$ cat src/rtl/jcrp_pkg.sv
package jcrp_pkg;

    localparam int PENDING_DEPTH_DEF = 16;
    localparam int JOURNAL_BYTES_DEF = 65536;
    localparam int BLOCK_BYTES_DEF   = 4096;

    localparam int USED_W      = 17;
    localparam int OFFS_W      = 17;
    localparam int CNT_MAX_W   = 7;
    localparam int QUEUE_DEPTH = 4;
    localparam int QPTR_W      = $clog2(QUEUE_DEPTH);
    localparam int QCNT_W      = $clog2(QUEUE_DEPTH + 1);
    localparam int DRN_W       = $clog2(QUEUE_DEPTH + 2);
    localparam int ENTRY_W     = 48;

    localparam logic [15:0]       TYPE_DATA    = 16'd1;
    localparam logic [15:0]       TYPE_COMMIT  = 16'd2;
    localparam logic [OFFS_W-1:0] HDR_BYTES    = 17'd4;
    localparam logic [OFFS_W-1:0] START_OFFSET = 17'd8;
    localparam logic [OFFS_W-1:0] IMAGE_SKIP   = 17'd8;

    typedef enum logic [3:0] {
        ST_BUFFERED   = 4'd0,
        ST_COMMITTED  = 4'd1,
        ST_RESTARTED  = 4'd2,
        ST_END        = 4'd3,
        ST_SMALL      = 4'd4,
        ST_PAST_END   = 4'd5,
        ST_BAD_DATA   = 4'd6,
        ST_BAD_COMMIT = 4'd7,
        ST_UNKNOWN    = 4'd8,
        ST_STOPPED    = 4'd9,
        ST_FULL       = 4'd10
    } t_status;

    typedef enum logic {
        B_IDLE,
        B_DRAIN
    } t_back_state;

    typedef struct packed {
        logic        func;
        logic [15:0] rec_type;
        logic [15:0] rec_size;
        logic [31:0] home_block;
    } t_in;

    typedef struct packed {
        logic        is_write;
        logic [31:0] dest_block;
        logic [15:0] image_offset;
        t_status     status;
        logic        last;
    } t_out;

    // one queued job for the back end: a single status result or a commit drain
    typedef struct packed {
        logic                 drain;
        t_status              status;
        logic [CNT_MAX_W-1:0] count;
    } t_cmd;

    typedef struct packed {
        logic valid;
        t_cmd cmd;
    } t_q_head;

endpackage

$ cat src/rtl/jcrp_ram.sv
module jcrp_ram import jcrp_pkg::*; #(
    parameter int WIDTH = ENTRY_W,
    parameter int DEPTH = PENDING_DEPTH_DEF,
    localparam int AW   = (DEPTH > 1) ? $clog2(DEPTH) : 1
) (
    input  logic             i_clk,
    input  logic             i_wr_en,
    input  logic [AW-1:0]    i_wr_addr,
    input  logic [WIDTH-1:0] i_wr_data,
    input  logic             i_rd_en,
    input  logic [AW-1:0]    i_rd_addr,
    output logic [WIDTH-1:0] o_rd_data
);

    logic [WIDTH-1:0] r_mem [DEPTH];
    logic [WIDTH-1:0] r_rd_data;

    always_ff @(posedge i_clk) begin
        if (i_wr_en) begin
            r_mem[i_wr_addr] <= i_wr_data;
        end
        if (i_rd_en) begin
            r_rd_data <= r_mem[i_rd_addr];
        end
    end

    assign o_rd_data = r_rd_data;

endmodule

$ cat src/rtl/jcrp_front.sv
module jcrp_front import jcrp_pkg::*; #(
    parameter int PENDING_DEPTH = PENDING_DEPTH_DEF,
    parameter int JOURNAL_BYTES = JOURNAL_BYTES_DEF,
    parameter int BLOCK_BYTES   = BLOCK_BYTES_DEF,
    localparam int IDX_W = (PENDING_DEPTH > 1) ? $clog2(PENDING_DEPTH) : 1,
    localparam int CNT_W = $clog2(PENDING_DEPTH + 1)
) (
    input  logic               i_clk,
    input  logic               i_rst_n,
    input  logic               i_in_valid,
    output logic               o_in_stall,
    input  t_in                i_in_data,
    input  logic [USED_W-1:0]  i_used,
    input  logic               i_q_full,
    input  logic               i_drain_done,
    output logic               o_push,
    output t_cmd               o_cmd,
    output logic               o_wr_en,
    output logic [IDX_W-1:0]   o_wr_addr,
    output logic [ENTRY_W-1:0] o_wr_data
);

    localparam logic [20:0]       JB_LIMIT  = 21'(JOURNAL_BYTES);
    localparam logic [OFFS_W-1:0] DATA_SIZE = OFFS_W'(BLOCK_BYTES + 8);
    localparam logic [CNT_W-1:0]  DEPTH_CNT = CNT_W'(PENDING_DEPTH);

    logic [OFFS_W-1:0] r_off, n_off;
    logic              r_stopped, n_stopped;
    logic [CNT_W-1:0]  r_cnt, n_cnt;
    logic [DRN_W-1:0]  r_drains, n_drains;

    logic              accept;
    logic [USED_W-1:0] used;
    logic [OFFS_W:0]   off_hdr;
    logic [OFFS_W:0]   off_end;
    logic [OFFS_W-1:0] size_x;
    logic [OFFS_W-1:0] img_off;

    assign size_x  = {1'b0, i_in_data.rec_size};
    assign used    = ({4'b0, i_used} > JB_LIMIT) ? JB_LIMIT[USED_W-1:0] : i_used;
    assign off_hdr = {1'b0, r_off} + {1'b0, HDR_BYTES};
    assign off_end = {1'b0, r_off} + {1'b0, size_x};
    assign img_off = r_off + IMAGE_SKIP;

    // data records wait while a commit still reads the pending store
    assign o_in_stall = i_q_full || ((r_drains != '0) && !i_in_data.func &&
                        (i_in_data.rec_type == TYPE_DATA));
    assign accept     = i_in_valid && !o_in_stall;

    always_comb begin
        n_off        = r_off;
        n_stopped    = r_stopped;
        n_cnt        = r_cnt;
        o_cmd.drain  = 1'b0;
        o_cmd.status = ST_STOPPED;
        o_cmd.count  = '0;
        o_wr_en      = 1'b0;
        o_wr_addr    = r_cnt[IDX_W-1:0];
        o_wr_data    = {i_in_data.home_block, img_off[15:0]};
        if (i_in_data.func) begin
            n_off        = START_OFFSET;
            n_stopped    = 1'b0;
            n_cnt        = '0;
            o_cmd.status = ST_RESTARTED;
        end else if (r_stopped) begin
            o_cmd.status = ST_STOPPED;
        end else begin
            n_stopped = 1'b1;
            n_cnt     = '0;
            if (off_hdr > {1'b0, used}) begin
                o_cmd.status = ST_END;
            end else if (size_x < HDR_BYTES) begin
                o_cmd.status = ST_SMALL;
            end else if (off_end > {1'b0, used}) begin
                o_cmd.status = ST_PAST_END;
            end else if (i_in_data.rec_type == TYPE_DATA) begin
                if (size_x != DATA_SIZE) begin
                    o_cmd.status = ST_BAD_DATA;
                end else if (r_cnt >= DEPTH_CNT) begin
                    o_cmd.status = ST_FULL;
                end else begin
                    n_stopped    = 1'b0;
                    n_cnt        = r_cnt + 1'b1;
                    n_off        = off_end[OFFS_W-1:0];
                    o_wr_en      = accept;
                    o_cmd.status = ST_BUFFERED;
                end
            end else if (i_in_data.rec_type == TYPE_COMMIT) begin
                if (size_x != HDR_BYTES) begin
                    o_cmd.status = ST_BAD_COMMIT;
                end else begin
                    n_stopped    = 1'b0;
                    n_off        = off_end[OFFS_W-1:0];
                    o_cmd.status = ST_COMMITTED;
                    o_cmd.drain  = (r_cnt != '0);
                    o_cmd.count  = CNT_MAX_W'(r_cnt);
                end
            end else begin
                o_cmd.status = ST_UNKNOWN;
            end
        end
    end

    assign o_push = accept;

    always_comb begin
        n_drains = r_drains;
        if (accept && o_cmd.drain && !i_drain_done) begin
            n_drains = r_drains + 1'b1;
        end else if (!(accept && o_cmd.drain) && i_drain_done) begin
            n_drains = r_drains - 1'b1;
        end
    end

    always_ff @(posedge i_clk) begin
        if (!i_rst_n) begin
            r_off     <= START_OFFSET;
            r_stopped <= 1'b0;
            r_cnt     <= '0;
            r_drains  <= '0;
        end else begin
            r_drains <= n_drains;
            if (accept) begin
                r_off     <= n_off;
                r_stopped <= n_stopped;
                r_cnt     <= n_cnt;
            end
        end
    end

endmodule

$ cat src/rtl/jcrp_queue.sv
module jcrp_queue import jcrp_pkg::*; (
    input  logic    i_clk,
    input  logic    i_rst_n,
    input  logic    i_push,
    input  t_cmd    i_cmd,
    output logic    o_full,
    output t_q_head o_head,
    input  logic    i_pop
);

    t_cmd              r_mem [QUEUE_DEPTH];
    logic [QPTR_W-1:0] r_wp;
    logic [QPTR_W-1:0] r_rp;
    logic [QCNT_W-1:0] r_cnt;

    assign o_full       = (r_cnt == QCNT_W'(QUEUE_DEPTH));
    assign o_head.valid = (r_cnt != '0);
    assign o_head.cmd   = r_mem[r_rp];

    always_ff @(posedge i_clk) begin
        if (i_push) begin
            r_mem[r_wp] <= i_cmd;
        end
    end

    always_ff @(posedge i_clk) begin
        if (!i_rst_n) begin
            r_wp  <= '0;
            r_rp  <= '0;
            r_cnt <= '0;
        end else begin
            if (i_push) begin
                r_wp <= r_wp + 1'b1;
            end
            if (i_pop) begin
                r_rp <= r_rp + 1'b1;
            end
            if (i_push && !i_pop) begin
                r_cnt <= r_cnt + 1'b1;
            end else if (!i_push && i_pop) begin
                r_cnt <= r_cnt - 1'b1;
            end
        end
    end

endmodule

$ cat src/rtl/jcrp_back.sv
module jcrp_back import jcrp_pkg::*; #(
    parameter int PENDING_DEPTH = PENDING_DEPTH_DEF,
    localparam int IDX_W = (PENDING_DEPTH > 1) ? $clog2(PENDING_DEPTH) : 1,
    localparam int CNT_W = $clog2(PENDING_DEPTH + 1)
) (
    input  logic               i_clk,
    input  logic               i_rst_n,
    input  t_q_head            i_head,
    output logic               o_pop,
    output logic               o_rd_en,
    output logic [IDX_W-1:0]   o_rd_addr,
    input  logic [ENTRY_W-1:0] i_rd_data,
    output logic               o_drain_done,
    output logic               o_out_valid,
    input  logic               i_out_stall,
    output t_out               o_out_data
);

    t_back_state      r_state, n_state;
    logic [IDX_W-1:0] r_idx, n_idx;
    logic [CNT_W-1:0] r_num, n_num;
    logic             r_out_valid;
    t_out             r_out;
    logic             load;
    t_out             load_data;
    logic             out_free;
    logic             is_last;

    assign out_free = !r_out_valid || !i_out_stall;
    assign is_last  = ((CNT_W + 1)'(r_idx) + 1'b1) == (CNT_W + 1)'(r_num);

    always_ff @(posedge i_clk) begin
        if (!i_rst_n) begin
            r_state <= B_IDLE;
        end else begin
            r_state <= n_state;
        end
    end

    always_comb begin
        n_state      = r_state;
        n_idx        = r_idx;
        n_num        = r_num;
        o_pop        = 1'b0;
        o_rd_en      = 1'b0;
        o_rd_addr    = '0;
        o_drain_done = 1'b0;
        load         = 1'b0;
        load_data    = '{is_write: 1'b0, dest_block: '0, image_offset: '0,
                         status: i_head.cmd.status, last: 1'b1};
        case (r_state)
            B_IDLE: begin
                if (i_head.valid && out_free) begin
                    o_pop = 1'b1;
                    if (i_head.cmd.drain) begin
                        // first entry read now, data is there next cycle
                        o_rd_en = 1'b1;
                        n_idx   = '0;
                        n_num   = i_head.cmd.count[CNT_W-1:0];
                        n_state = B_DRAIN;
                    end else begin
                        load = 1'b1;
                    end
                end
            end
            B_DRAIN: begin
                load_data = '{is_write: 1'b1, dest_block: i_rd_data[47:16],
                              image_offset: i_rd_data[15:0], status: ST_COMMITTED,
                              last: is_last};
                if (out_free) begin
                    load = 1'b1;
                    if (is_last) begin
                        o_drain_done = 1'b1;
                        n_state      = B_IDLE;
                    end else begin
                        n_idx     = r_idx + 1'b1;
                        o_rd_en   = 1'b1;
                        o_rd_addr = r_idx + 1'b1;
                    end
                end
            end
            default: begin
                n_state = B_IDLE;
            end
        endcase
    end

    always_ff @(posedge i_clk) begin
        r_idx <= n_idx;
        r_num <= n_num;
        if (load) begin
            r_out <= load_data;
        end
    end

    always_ff @(posedge i_clk) begin
        if (!i_rst_n) begin
            r_out_valid <= 1'b0;
        end else if (load) begin
            r_out_valid <= 1'b1;
        end else if (!i_out_stall) begin
            r_out_valid <= 1'b0;
        end
    end

    assign o_out_valid = r_out_valid;
    assign o_out_data  = r_out;

endmodule

$ cat src/rtl/journal_commit_replay_parser.sv
// journal redo scanner: takes record headers in journal order and turns
// committed data records into replay writes for their home blocks.
// input channel: i_in_valid / o_in_stall with a t_in request (func, type,
// size, home block); a func bit of one restarts the scan at offset 8.
// output channel: o_out_valid / i_out_stall with t_out results; every request
// gives one result with last set, except a commit over a pending list, which
// gives one write per pending entry in arrival order, last on the final one.
// a single result passes the job queue and the output register; the first write
// of a commit also waits on the pending store read, then one write per cycle while results are taken.
// throughput: a request per cycle while results are taken; a commit holds the
// result side while it reads its entries through the one read port of the
// pending store, and data records are held off until that commit has read it.
// a four-deep job queue between classifier and result side absorbs the rest.
// reset (synchronous, active low) sets the offset to 8, clears the stop flag,
// the pending list, the job queue and the used length (back to 8).
// a stalled result holds in the output register; the classifier runs on until
// the job queue fills, then stalls the input side.
// config: one apb register at address 0, journal_used_bytes; the user must write
// it only while the block is idle, which the block itself does not enforce.
module journal_commit_replay_parser import jcrp_pkg::*; #(
    parameter int PENDING_DEPTH = PENDING_DEPTH_DEF,
    parameter int JOURNAL_BYTES = JOURNAL_BYTES_DEF,
    parameter int BLOCK_BYTES   = BLOCK_BYTES_DEF,
    localparam int IDX_W = (PENDING_DEPTH > 1) ? $clog2(PENDING_DEPTH) : 1
) (
    input  logic        i_clk,
    input  logic        i_rst_n,
    input  logic        i_in_valid,
    output logic        o_in_stall,
    input  t_in         i_in_data,
    output logic        o_out_valid,
    input  logic        i_out_stall,
    output t_out        o_out_data,
    input  logic        psel,
    input  logic        penable,
    input  logic        pwrite,
    input  logic [2:0]  paddr,
    input  logic [31:0] pwdata,
    output logic [31:0] prdata,
    output logic        pready
);

    logic [USED_W-1:0]  r_used;
    logic               q_full;
    logic               push;
    t_cmd               push_cmd;
    t_q_head            head;
    logic               pop;
    logic               wr_en;
    logic [IDX_W-1:0]   wr_addr;
    logic [ENTRY_W-1:0] wr_data;
    logic               rd_en;
    logic [IDX_W-1:0]   rd_addr;
    logic [ENTRY_W-1:0] rd_data;
    logic               drain_done;

    assign pready = 1'b1;
    assign prdata = paddr[2] ? 32'd0 : {{(32 - USED_W){1'b0}}, r_used};

    always_ff @(posedge i_clk) begin
        if (!i_rst_n) begin
            r_used <= START_OFFSET;
        end else if (psel && penable && pwrite && !paddr[2]) begin
            r_used <= pwdata[USED_W-1:0];
        end
    end

    jcrp_front #(
        .PENDING_DEPTH (PENDING_DEPTH),
        .JOURNAL_BYTES (JOURNAL_BYTES),
        .BLOCK_BYTES   (BLOCK_BYTES)
    ) u_front (
        .i_clk        (i_clk),
        .i_rst_n      (i_rst_n),
        .i_in_valid   (i_in_valid),
        .o_in_stall   (o_in_stall),
        .i_in_data    (i_in_data),
        .i_used       (r_used),
        .i_q_full     (q_full),
        .i_drain_done (drain_done),
        .o_push       (push),
        .o_cmd        (push_cmd),
        .o_wr_en      (wr_en),
        .o_wr_addr    (wr_addr),
        .o_wr_data    (wr_data)
    );

    jcrp_queue u_queue (
        .i_clk   (i_clk),
        .i_rst_n (i_rst_n),
        .i_push  (push),
        .i_cmd   (push_cmd),
        .o_full  (q_full),
        .o_head  (head),
        .i_pop   (pop)
    );

    jcrp_ram #(
        .WIDTH (ENTRY_W),
        .DEPTH (PENDING_DEPTH)
    ) u_pending (
        .i_clk     (i_clk),
        .i_wr_en   (wr_en),
        .i_wr_addr (wr_addr),
        .i_wr_data (wr_data),
        .i_rd_en   (rd_en),
        .i_rd_addr (rd_addr),
        .o_rd_data (rd_data)
    );

    jcrp_back #(
        .PENDING_DEPTH (PENDING_DEPTH)
    ) u_back (
        .i_clk        (i_clk),
        .i_rst_n      (i_rst_n),
        .i_head       (head),
        .o_pop        (pop),
        .o_rd_en      (rd_en),
        .o_rd_addr    (rd_addr),
        .i_rd_data    (rd_data),
        .o_drain_done (drain_done),
        .o_out_valid  (o_out_valid),
        .i_out_stall  (i_out_stall),
        .o_out_data   (o_out_data)
    );

endmodule
$ cat config.mk
export PLATFORM = sky130hd
export DESIGN_NAME = journal_commit_replay_parser
export DESIGN_NICKNAME = d
export VERILOG_FILES = /design/src/rtl/jcrp_pkg.sv /design/src/rtl/jcrp_ram.sv /design/src/rtl/jcrp_front.sv /design/src/rtl/jcrp_queue.sv /design/src/rtl/jcrp_back.sv /design/src/rtl/journal_commit_replay_parser.sv
export SDC_FILE = /design/constraint.sdc
export NUM_CORES = 1
export LEC_CHECK = 0
export BUFFER_PORTS_ARGS = -buffer_cell sky130_fd_sc_hd__buf_2
export CAP_MARGIN = 0
export CORE_ASPECT_RATIO = 1.4
export CORE_MARGIN = 1
export CORE_UTILIZATION = 55
export CTS_CLUSTER_SIZE = 20
export DETAILED_ROUTE_END_ITERATION = 8
export GPL_TIMING_DRIVEN = 0
export PLACE_DENSITY = 0.76
export SETUP_SLACK_MARGIN = 0.05
export SYNTH_ARGS = -nofsm -noshare
export SYNTH_HDL_FRONTEND = slang
export SYNTH_HIERARCHICAL = 1
export SYNTH_SLANG_ARGS = --single-unit
export TNS_END_PERCENT = 10
$ cat constraint.sdc
create_clock -name i_clk -period 8.4 [get_ports i_clk]
set_input_delay 1.26 -clock i_clk [delete_from_list [all_inputs] [get_ports i_clk]]
set_output_delay 1.26 -clock i_clk [all_outputs]
set_load 0.1 [all_outputs]
==> qor.json <==
{
  "routed_wire_length_per_instance": {"value": 26.9, "unit": "µm"},
  "grt_start_max_net_pins": {"value": 32},
  "first_pass_grt_wire_length": {"value": 135000, "unit": "µm"},
  "finalSetupViolations": {"value": 0},
  "antennaDiodeCount": {"value": 0},
  "worst_setup_slack_before_clock_tree_synthesis": {"value": 484, "unit": "ps"},
  "peakVddDrop": {"value": 263, "unit": "µV"},
  "initial_cell_density_of_the_core": {"value": 0.557},
  "p_per_area": {"value": 298, "unit": "nW/µm²"},
  "detailedRoute.firstPassIterationCount": {"value": 8},
  "n_fill_cell": {"value": 4650},
  "totalWireLength": {"value": 90400, "unit": "µm"},
  "postPlaceCellArea": {"value": 42200, "unit": "µm²"},
  "worstSetupStartpointType": {"value": "primary input"},
  "tritoncts_clock_tree": {"value": "built"},
  "postSynthCellCount": {"value": 2081},
  "fraction_of_layout_instances_using_a_drive_strength_above_1": {"value": 0.260},
  "mostFrequentLayoutCell": {"value": "edfxtp_1"},
  "coreArea": {"value": 70500, "unit": "µm²"},
  "report.final.slew_viol_count": {"value": 0},
  "iter_0_drt_violations": {"value": 2212},
  "post_cts_resize_count": {"value": 0},
  "slew_limit_headroom": {"value": 0.202},
  "die-height": {"value": 318, "unit": "µm"},
  "hpwlAfterDp": {"value": 57800, "unit": "µm"},
  "post_route_worst_setup_slack": {"value": 1060, "unit": "ps"},
  "route.antenna.remaining_nets": {"value": 0},
  "cts_setup_buffers": {"value": 0},
  "cts_made_buffers": {"value": 88},
  "final.setup_skew": {"value": 11.8, "unit": "ps"},
  "timing.critical_path.required": {"value": 8990, "unit": "ps"},
  "pin_count": {"value": 196},
  "final_area": {"value": 45000, "unit": "µm²"},
  "finalNonFillerCells": {"value": 3363},
  "worstSetupEndpointType": {"value": "flip-flop"},
  "cts.hold.buffers_added": {"value": 0},
  "design.die.area": {"value": 72500, "unit": "µm²"},
  "grt_use_total": {"value": 0.252},
  "worst_pin_slew": {"value": 1190, "unit": "ps"},
  "worstHoldPathType": {"value": "flip-flop to flip-flop"},
  "final_cell_mix": {"value": "edfxtp_1 (919), mux4_2 (200), buf_2 (135)"},
  "drc": {"value": 0},
  "worst_hold_slack": {"value": 456, "unit": "ps"},
  "clock_latency": {"value": 660, "unit": "ps"},
  "grt_antenna_before_repair": {"value": 1},
  "layout.nets": {"value": 2532},
  "criticalPathCategory": {"value": "primary input to flip-flop"},
  "rsz0062_at_grt": {"value": "no"},
  "power.static_leakage": {"value": 15.4, "unit": "nW"},
  "timing.critical_path.arrival": {"value": 7930, "unit": "ps"},
  "placementRows": {"value": 115},
  "detailroute.via_count": {"value": 20700},
  "gp_routability_congestion": {"value": 0.854},
  "cts_root_buffer": {"value": "clkbuf_16"},
  "grt_overflow": {"value": 0},
  "total_instance_count_after_detailed_placement": {"value": 3207},
  "numPortBuffers": {"value": 129},
  "cts_sinks": {"value": 973},
  "outcome": {"value": "finished, final reports clean"},
  "finalPower": {"value": 13.4, "unit": "mW"},
  "average_vias_per_placed_instance": {"value": 6.15},
  "finalCoreUtilization": {"value": 0.638},
  "timing.fmax": {"value": 136, "unit": "MHz"},
  "timing.final.hold_violations": {"value": 0},
  "final.min_clock_period": {"value": 7340, "unit": "ps"},
  "cap_violations": {"value": 0},
  "cts.reportedPaths.clkPinSlew": {"value": 60, "unit": "ps"},
  "final.period_utilization": {"value": 0.874},
  "synth.avg_cell_area": {"value": 18.9, "unit": "µm²"},
  "worstPathMaxFanout": {"value": 9},
  "die_x": {"value": 228, "unit": "µm"},
  "finalSetupTns": {"value": 0, "unit": "ps"},
  "ys_warn_count": {"value": 6},
  "cts-htree-levels": {"value": 3},
  "synth.cell_area": {"value": 39300, "unit": "µm²"},
  "clockBufferDepth": {"value": 3},
  "syn2layout_area_growth": {"value": 14.5, "unit": "%"},
  "grt_pass1_vias": {"value": 21900}
}
## state kept, by name, indices dropped and copies added (netlist names), 2 cells and up, named ones only
signal and count:
u_pending/r_mem 768, u_back/r_num 5, u_queue/r_rp 2, r_used 17, u_front/r_cnt 5, u_back/o_out_data 54, u_back/r_idx 4, u_pending/o_rd_data 48
u_front/r_off 17, u_queue/r_cnt 3, u_queue/r_mem 40, u_queue/r_wp 2, u_front/r_drains 3
## worst max-delay path, cell delays in order
cell and delay, ps:
buf_2 120, ha_1 220, fa_1 430, a211oi_1 280, nor2_1 110, or4_1 460, nor2b_1 200, o211ai_1 290
o21ai_1 170, xor2_1 180, ha_1 330, nand4_1 170, a2111oi_1 870, o211ai_2 340, nor4_1 680, o41a_1 360
and2_1 150, ha_1 190, inv_1 60, fa_1 380, xor2_1 180, or3_1 330, a21oi_1 150
## power by group
part / internal, mW / leakage (nW) / total (mW) / switching, mW
Combinational: 1.03 / 4.80 / 3.57 / 2.53
Sequential: 5.78 / 9.21 / 5.89 / 0.113
Clock: 2.21 / 1.37 / 3.95 / 1.74
## metal layers
| metal | vias to the layer above | share of wire | track usage |
|---|---|---|---|
| met5 | - | 0.00014 | 0 |
| met4 | 2 | 0.039 | 0.112 |
| met3 | 198 | 0.074 | 0.0374 |
| met2 | 1027 | 0.53 | 0.449 |
| met1 | 10600 | 0.35 | 0.305 |
| li1 | 8850 | - | - |
## cell type report
class                           instances  area [µm²]  area share
Tap cell                              936        1170      0.0260
Clock inverter                         46         458      0.0102
Clock buffer                          110        2350      0.0522
Multi-Input combinational cell        946        9810       0.218
Timing Repair Buffer                  176        1530      0.0340
Buffer                                146         872      0.0194
Inverter                               30         113     0.00250
Sequential cell                       973       28700       0.638
## worst paths after layout
kind | slack (ps) | startpoint | cells past startpoint | endpoint
worst max register to register | 1380 | u_front/r_off[0] | 22 | u_front/r_drains[2]
worst min register to register | 460 | u_back/r_state | 0 | u_back/o_out_data[53]
worst min-delay path | 460 | u_back/r_state | 0 | u_back/o_out_data[53]
worst max-delay path | 1060 | i_in_data[32] | 23 | u_front/r_drains[2]
(Power assumes the default switching activity.)
